$ cat config.mk
export PLATFORM = sky130hd
export DESIGN_NAME = dic_diff_stage
export DESIGN_NICKNAME = d
export VERILOG_FILES = /design/src/sv/dic_pkg.sv /design/src/sv/dic_diff_stage.sv
export SDC_FILE = /design/constraint.sdc
export NUM_CORES = 1
export LEC_CHECK = 0
export CAP_MARGIN = 40
export CORE_MARGIN = 1.5
export CORE_UTILIZATION = 50
export DETAILED_ROUTE_END_ITERATION = 6
export DONT_BUFFER_PORTS = 1
export GPL_ROUTABILITY_DRIVEN = 1
export GPL_TIMING_DRIVEN = 0
export HOLD_SLACK_MARGIN = 0.08
export PLACE_DENSITY_LB_ADDON = 0.25
export SLEW_MARGIN = 20
export SYNTH_ARGS = -nofsm -noshare
export SYNTH_HDL_FRONTEND = slang
export SYNTH_SLANG_ARGS = --single-unit
$ cat constraint.sdc
create_clock -name clk -period 3.7 [get_ports clk]
set_input_delay 0.185 -clock clk [delete_from_list [all_inputs] [get_ports clk]]
set_output_delay 0.185 -clock clk [all_outputs]
set_load 0.01 [all_outputs]
$ cat src/sv/dic_pkg.sv
// Package: widths and verdict codes for the in-circle classifier.
package dic_pkg;
  localparam int unsigned COORD_BITS_DEF = 16;

  typedef enum logic [1:0] {
    VERDICT_INSIDE     = 2'd0,
    VERDICT_ON         = 2'd1,
    VERDICT_OUTSIDE    = 2'd2,
    VERDICT_DEGENERATE = 2'd3
  } verdict_t;
endpackage

$ cat src/sv/dic_diff_stage.sv
// Difference stage: vertex-minus-query and edge deltas, one register stage.
module dic_diff_stage #(
  parameter int unsigned CB = dic_pkg::COORD_BITS_DEF
) (
  input  logic                 clk,
  input  logic                 rst_n,
  input  logic                 adv,
  input  logic                 vld_in,
  input  logic signed [CB-1:0] ax, ay, bx, by_coord, cx, cy, qx, qy,
  output logic                 vld_r,
  output logic signed [CB:0]   adx_r, ady_r, bdx_r, bdy_r, cdx_r, cdy_r,
  output logic signed [CB:0]   e1x_r, e1y_r, e2x_r, e2y_r
);
  import dic_pkg::*;

  // Advance valid with the data
  always_ff @(posedge clk) begin
    if (!rst_n) begin
      vld_r <= 1'b0;
    end else if (adv) begin
      vld_r <= vld_in;
    end
  end

  // Capture sign-extended differences
  always_ff @(posedge clk) begin
    if (adv) begin
      adx_r <= (CB+1)'(ax) - (CB+1)'(qx);
      ady_r <= (CB+1)'(ay) - (CB+1)'(qy);
      bdx_r <= (CB+1)'(bx) - (CB+1)'(qx);
      bdy_r <= (CB+1)'(by_coord) - (CB+1)'(qy);
      cdx_r <= (CB+1)'(cx) - (CB+1)'(qx);
      cdy_r <= (CB+1)'(cy) - (CB+1)'(qy);
      e1x_r <= (CB+1)'(bx) - (CB+1)'(ax);
      e1y_r <= (CB+1)'(cy) - (CB+1)'(ay);
      e2x_r <= (CB+1)'(cx) - (CB+1)'(ax);
      e2y_r <= (CB+1)'(by_coord) - (CB+1)'(ay);
    end
  end
endmodule

==> results of run 1 <==
[Yosys cell counts, types with 10 or more instances]
library cell / instances
inv_1: 124
edfxtp_1: 170
nand4_1: 11
nand2b_1: 23
nand2_1: 62
o21a_1: 36
and3_1: 17
a21o_1: 31
o21ai_0: 68
clkbuf_1: 17
o211ai_1: 18
nor2b_1: 33
nor3_1: 32
nand3_1: 26
xnor2_1: 80
o31a_1: 14
a31oi_1: 16
a21oi_1: 106
fa_1: 10
ha_1: 160
xor2_1: 28
nor2_1: 93
[critical path: cells and delay by family]
family / cells / cell delay (ps)
compound gates: 4 / 1280
fa+ha+maj: 2 / 650
buf+inv: 1 / 600
simple gates: 2 / 280
[metrics by stage]
| stage | utilization, % | hold WS [ps] | area [sq um] | setup WS [ps] | total power, mW |
|---|---|---|---|---|---|
| 3_5_place_dp | 52.55 | 324.1 | 13650 | 1005 | 4.395 |
| 2_1_floorplan | - | 297.5 | 13240 | 1557 | 4.003 |
| 4_1_cts | 54.98 | -132.2 | 14290 | 855.0 | 6.185 |
| 6_report | 54.98 | -101.3 | 14290 | 893.8 | 6.160 |
| 3_3_place_gp | 52.55 | 318.4 | 13650 | 1025 | 4.370 |
| 5_1_grt | 54.98 | -128.0 | 14290 | 737.7 | 6.467 |
[sequential cells by signal, indices dropped and copies added, names as in the netlist]
register / count
adx_r: 17
ady_r: 17
bdx_r: 17
bdy_r: 17
cdx_r: 17
cdy_r: 17
e1x_r: 17
e1y_r: 17
e2x_r: 17
e2y_r: 17
vld_r: 1
[kinds of logic (layout without fill, tap and decap cells)]
group | Yosys count | count (layout) | share of synthesized area, %
buffers and inverters | 146 | 185 | 4.207
AOI/OAI and AO/OA | 386 | 386 | 19.75
DFF | 171 | 171 | 38.72
adders and majority gates | 170 | 170 | 16.64
and+or+nand+nor | 335 | 335 | 12.75
muxes | 10 | 10 | 0.7847
xor gates and xnor gates | 108 | 108 | 7.147
[metal layers]
| layer | wire, um | vias up | track usage [%] |
|---|---|---|---|
| met4 | 954 | 0 | 8.304 |
| met1 | 14870 | 4791 | 32.45 |
| met2 | 16710 | 416 | 42.55 |
| met5 | 0 | - | 0 |
| met3 | 3197 | 47 | 7.885 |
| li1 | - | 4992 | - |
[cell type report]
cell class | count | area, sq um | area share (%)
Buffer | 22 | 91.34 | 0.6393
Clock buffer | 17 | 425.4 | 2.978
Clock inverter | 15 | 136.4 | 0.9546
Inverter | 124 | 465.4 | 3.258
Multi-Input combinational cell | 1009 | 7553 | 52.87
Sequential cell | 171 | 5125 | 35.87
Tap cell | 335 | 419.2 | 2.934
Timing Repair Buffer | 7 | 70.07 | 0.4905
[final timing paths]
path | depth (start not counted) | from | to | slack [ps]
hold reg to reg | 3 | vld_r$_SDFFE_PN0P_ | vld_r$_SDFFE_PN0P_ | 1130
hold / removal | 0 | adv | e2x_r[12]$_DFFE_PP_ | -100
setup / recovery | 9 | qy[0] | ady_r[16]$_DFFE_PP_ | 890
setup reg to reg | 3 | vld_r$_SDFFE_PN0P_ | vld_r$_SDFFE_PN0P_ | 2510
[where the power goes]
group	total (mW)	switching (mW)	internal (mW)
Sequential	2.87	0.313	2.56
Combinational	1.52	0.867	0.649
Clock	1.78	0.834	0.941
Total	6.16	2.01	4.15
==> flow_summary_export.csv, run 1 <==
group,metric,value,unit
synth,synth_top_area_cell,"edfxtp_1",
global_route,grt_usage,25.86,%
worst_setup_path,worstPathArrival,2990,ps
cts,cts_resized,0,
routing,drc,4,
synth,synthFlopType,"edfxtp_1",
cts,root_buffer,"clkbuf_16",
worst_setup_path,critPathMaxFanout,4,
cts,cts-htree-levels,4,
timing,rsz0062_at_grt,"no",
routing,wl_per_cell,21.02,um
timing,skew,0,ps
worst_hold_path,min_path_type,"in2reg",
final_layout,mostFrequentLayoutCell,"edfxtp_1",
cts,clockBufferDepth,2,
global_route,grt_pass1_wl,55810,um
floorplan,ios,303,
job,maxCapViolations,0,
cts,cts_buffers,17,
timing,finalSetupTns,0,ps
final_layout,final_cell_mix,"edfxtp_1 (170), ha_1 (160), inv_1 (124), a21oi_1 (106), nor2_1 (93)",
floorplan,dieHeight,165.7,um
floorplan,die-area,27450,sq um
cts,clk_pin_slew,80,ps
run_status,violations,"DRC, hold timing",
synth,synthTopCellsByArea,"edfxtp_1 (39%), ha_1 (15%), xnor2_1 (5.3%)",
global_route,grt_antenna_before_repair,0,
synth,netlist_area,13240,sq um
placed_design,dp_cells,1661,
cts,post_cts_buffers,0,
timing,setup_viol,0,
run_status,status,"complete, but fails checks",
synth,ys_ff_latch,171,
timing,finalCriticalPeriod,2806,ps
timing,post-route-period-util,75.84,%
global_route,grt_max_degree,172,
cts,hold_buffers,7,
synth,syn_avg_cell_area,9.981,sq um
synth,netlist.area_leader.share,38.57,%
global_route,grt_pass1_vias,9932,
routing,dr_total_vias,10250,
timing,max_slew_margin,60.10,%
power_and_ir_drop,leakage,5.915,nW
placed_design,io_buffers,0,
placed_design,gp_congestion,0.9217,
worst_setup_path,path_class,"in2reg",
cts,cts_num_sinks,171,
global_route,grt-ovfl-total,0,
timing,hold_viol,49,
final_layout,drive_gt1_share,4.103,%
final_layout,fill_cells,2308,
worst_setup_path,cp-start-kind,"input pin",
timing,worst_pin_slew,593.0,ps
final_layout,antenna_cells,0,
synth,synthCells,1326,
worst_setup_path,cp_slowest_cell,"dlygate4sd3_1",
routing,drt_iter0_markers,807,
worst_setup_path,crit_chain,"dlygate4sd3_1, ha_1, fa_1, nand2b_1, a21oi_1, a31oi_1, o21ai_0, nand2_1, a41o_1",
final_layout,syn2layout_area_growth,7.941,%
cts,tritoncts,"done",
synth,ys_seq_area_share,38.72,%
final_layout,fin_cells,1700,
worst_setup_path,required,3880,ps
floorplan,die_w,165.7,um
final_layout,nets,1654,
synth,synth.distinct_cells,78,
power_and_ir_drop,ir_drop,0.0003135,V
floorplan,floorplan.initialDensity,50.93,%
placed_design,detailed_place_hpwl,28510,um
power_and_ir_drop,powerDensity,431.2,nW/um^2
worst_setup_path,max_stage_delay,600,ps
synth,synth_edf_count,170,
routing,via_per_inst,6.027,
timing,drv_slew,0,
floorplan,rows,59,
timing,timing.fmax,356.4,MHz
synth,synth_nets,1628,
synth,synth_warnings,0,
routing,dr.pass1.iters,7,
routing,antenna_left,0,
worst_setup_path,end_kind,"flop",
floorplan,core,25980,sq um
cts,worstSkewPairLatency,430,ps
routing,drt_wl_total,35740,um
timing,fin_hold_ws,-101.3,ps
synth,async_flop_share,0,%
Note: power is estimated with default switching activity, not from simulation.
==> run 2, diff against run 1 <==
==> constraint.sdc (replaced) <==
create_clock -name clk -period 2.3 [get_ports clk]
set_input_delay 0.115 -clock clk [delete_from_list [all_inputs] [get_ports clk]]
set_output_delay 0.115 -clock clk [all_outputs]
set_load 0.01 [all_outputs]
==> run 2 against run 1 <==
The run ends with hold timing left; count of clock-buffer cells in the layout unchanged; critical path type unchanged; largest power group unchanged; register-to-register slack got worse by 1400 ps; largest cell class unchanged; power grew 62%; global-route usage up 0.24 points; sequential power rose by 61%.
==> flow_summary_export.csv, run 2 (synthesis gave the netlist of run 1 again) <==
group,metric,value,unit
run_status,status,"complete, but fails checks",
run_status,violations,"hold timing",
timing,skew,0,ps
routing,dr.pass1.iters,5,
global_route,grt_pass1_vias,10060,
floorplan,die-area,27450,sq um
floorplan,die_w,165.7,um
timing,drv_slew,0,
power_and_ir_drop,leakage,6.031,nW
cts,cts_buffers,17,
routing,dr_total_vias,10410,
timing,post-route-period-util,96.14,%
global_route,met1_usage,32.77,%
timing,rsz0062_at_grt,"no",
cts,cts-htree-levels,4,
global_route,grt-ovfl-total,0,
routing,wl_per_cell,20.93,um
routing,drc,0,
cts,tritoncts,"done",
cts,cts_num_sinks,171,
power_and_ir_drop,switching_share,32.68,%
cts,worstSkewPairLatency,430,ps
final_layout,antenna_cells,0,
power_and_ir_drop,pwr-share-clk,28.6,%
final_layout,drive_gt1_share,4.885,%
floorplan,dieHeight,165.7,um
power_and_ir_drop,switchingPower,3.269,mW
global_route,grt_max_degree,172,
timing,finalCriticalPeriod,2211,ps
timing,worst_pin_slew,734.3,ps
power_and_ir_drop,ir_drop,0.0005038,V
worst_setup_path,end_kind,"flop",
global_route,gr-usage-met3,7.670,%
worst_setup_path,worstPathArrival,2400,ps
timing,setup_viol,0,
final_layout,fin_cells,1727,
cts,clockBufferDepth,2,
timing,max_slew_margin,51.05,%
timing,fin_hold_ws,-174.3,ps
power_and_ir_drop,p_comb_share,25.3,%
routing,antenna_left,0,
timing,hold_viol,29,
routing,drt_wl_total,36150,um
global_route,grt_antenna_before_repair,0,
floorplan,core,25980,sq um
global_route,grt_use_met2,43.17,%
placed_design,dp_cells,1661,
worst_setup_path,path_class,"in2reg",
placed_design,gp_congestion,0.9217,
cts,clk_pin_slew,80,ps
worst_setup_path,required,2490,ps
floorplan,floorplan.initialDensity,50.93,%
worst_setup_path,critPathMaxFanout,4,
worst_hold_path,min_path_type,"in2reg",
placed_design,detailed_place_hpwl,28510,um
power_and_ir_drop,p_int,6.734,mW
power_and_ir_drop,seqPwrFrac,46.1,%
routing,via_per_inst,6.025,
cts,hold_buffers,33,
global_route,grt_usage,26.09,%
power_and_ir_drop,powerDensity,684.5,nW/um^2
floorplan,ios,303,
floorplan,rows,59,
final_layout,syn2layout_area_growth,10.43,%
timing,timing.fmax,452.3,MHz
cts,root_buffer,"clkbuf_16",
worst_setup_path,cp-start-kind,"input pin",
global_route,grt_pass1_wl,56350,um
placed_design,io_buffers,0,
global_route,grt-busiest-layer,"met2",
job,maxCapViolations,0,
routing,drt_iter0_markers,867,
final_layout,final_cell_mix,"edfxtp_1 (170), ha_1 (159), inv_1 (124), a21oi_1 (101), nor2_1 (93)",
final_layout,nets,1681,
final_layout,mostFrequentLayoutCell,"edfxtp_1",
[run 2: repair_timing]
| item | in CTS | in global routing |
|---|---|---|
| resized for setup | 0 | 15 |
| buffers inserted | 0 | 1 |
| endpoints found under the hold margin | 207 | 170 |
| endpoints found under the setup margin | 0 | 14 |
[run 2: power by group through the flow]
stage / sequential [mW] / combinational [mW] / clock, mW
after floorplan: 4.53 / 1.91 / 0
after global placement: 4.68 / 2.35 / 0
after detailed placement: 4.68 / 2.39 / 0
after CTS: 4.62 / 2.48 / 2.90
after global routing: 4.65 / 2.83 / 3.02
final: 4.62 / 2.53 / 2.86
[run 2: layout make-up]
| cell class | instances | area (sq um) |
|---|---|---|
| Fill cell | 2269 | 11370 |
| Multi-Input combinational cell | 1009 | 7615 |
| Sequential cell | 171 | 5125 |
| Inverter | 124 | 465.4 |
| Clock buffer | 17 | 425.4 |
| Tap cell | 335 | 419.2 |
| Timing Repair Buffer | 34 | 337.8 |
| Clock inverter | 15 | 136.4 |
| Buffer | 22 | 91.34 |
[run 2: worst max-delay path, cell delays in order]
cell,delay [ps]
dlygate4sd3_1,570
fa_1,450
nor2b_1,190
o31a_1,240
a41oi_1,190
a21oi_2,280
a21oi_1,100
mux2_2,260
[run 2: worst paths after layout]
check / startpoint / endpoint / slack (ps) / cells past startpoint
max: qx[1] / bdx_r[16]$_DFFE_PP_ / 90 / 8
min: adv / e2x_r[12]$_DFFE_PP_ / -170 / 0
max reg2reg: vld_r$_SDFFE_PN0P_ / vld_r$_SDFFE_PN0P_ / 1110 / 3
min reg2reg: vld_r$_SDFFE_PN0P_ / vld_r$_SDFFE_PN0P_ / 1130 / 3
[run 2: per-stage QoR]
step	instance area [sq um]	setup slack, ps	power (mW)	utilization [%]	setup TNS, ps
6_report	14620	88.84	10.00	56.25	0
5_1_grt	14620	12.18	10.50	56.25	0
4_1_cts	14550	11.96	10.01	55.98	0
3_5_place_dp	13650	-325.4	7.071	52.55	-738.3
3_3_place_gp	13650	-305.5	7.030	52.55	-641.8
2_1_floorplan	13240	227.4	6.440	-	0
[run 2: per-layer routing]
metal	up-vias	share of wire (%)
met2	406	47
met4	0	2.6
li1	5052	-
met3	47	8.6
met1	4900	42
met5	-	0
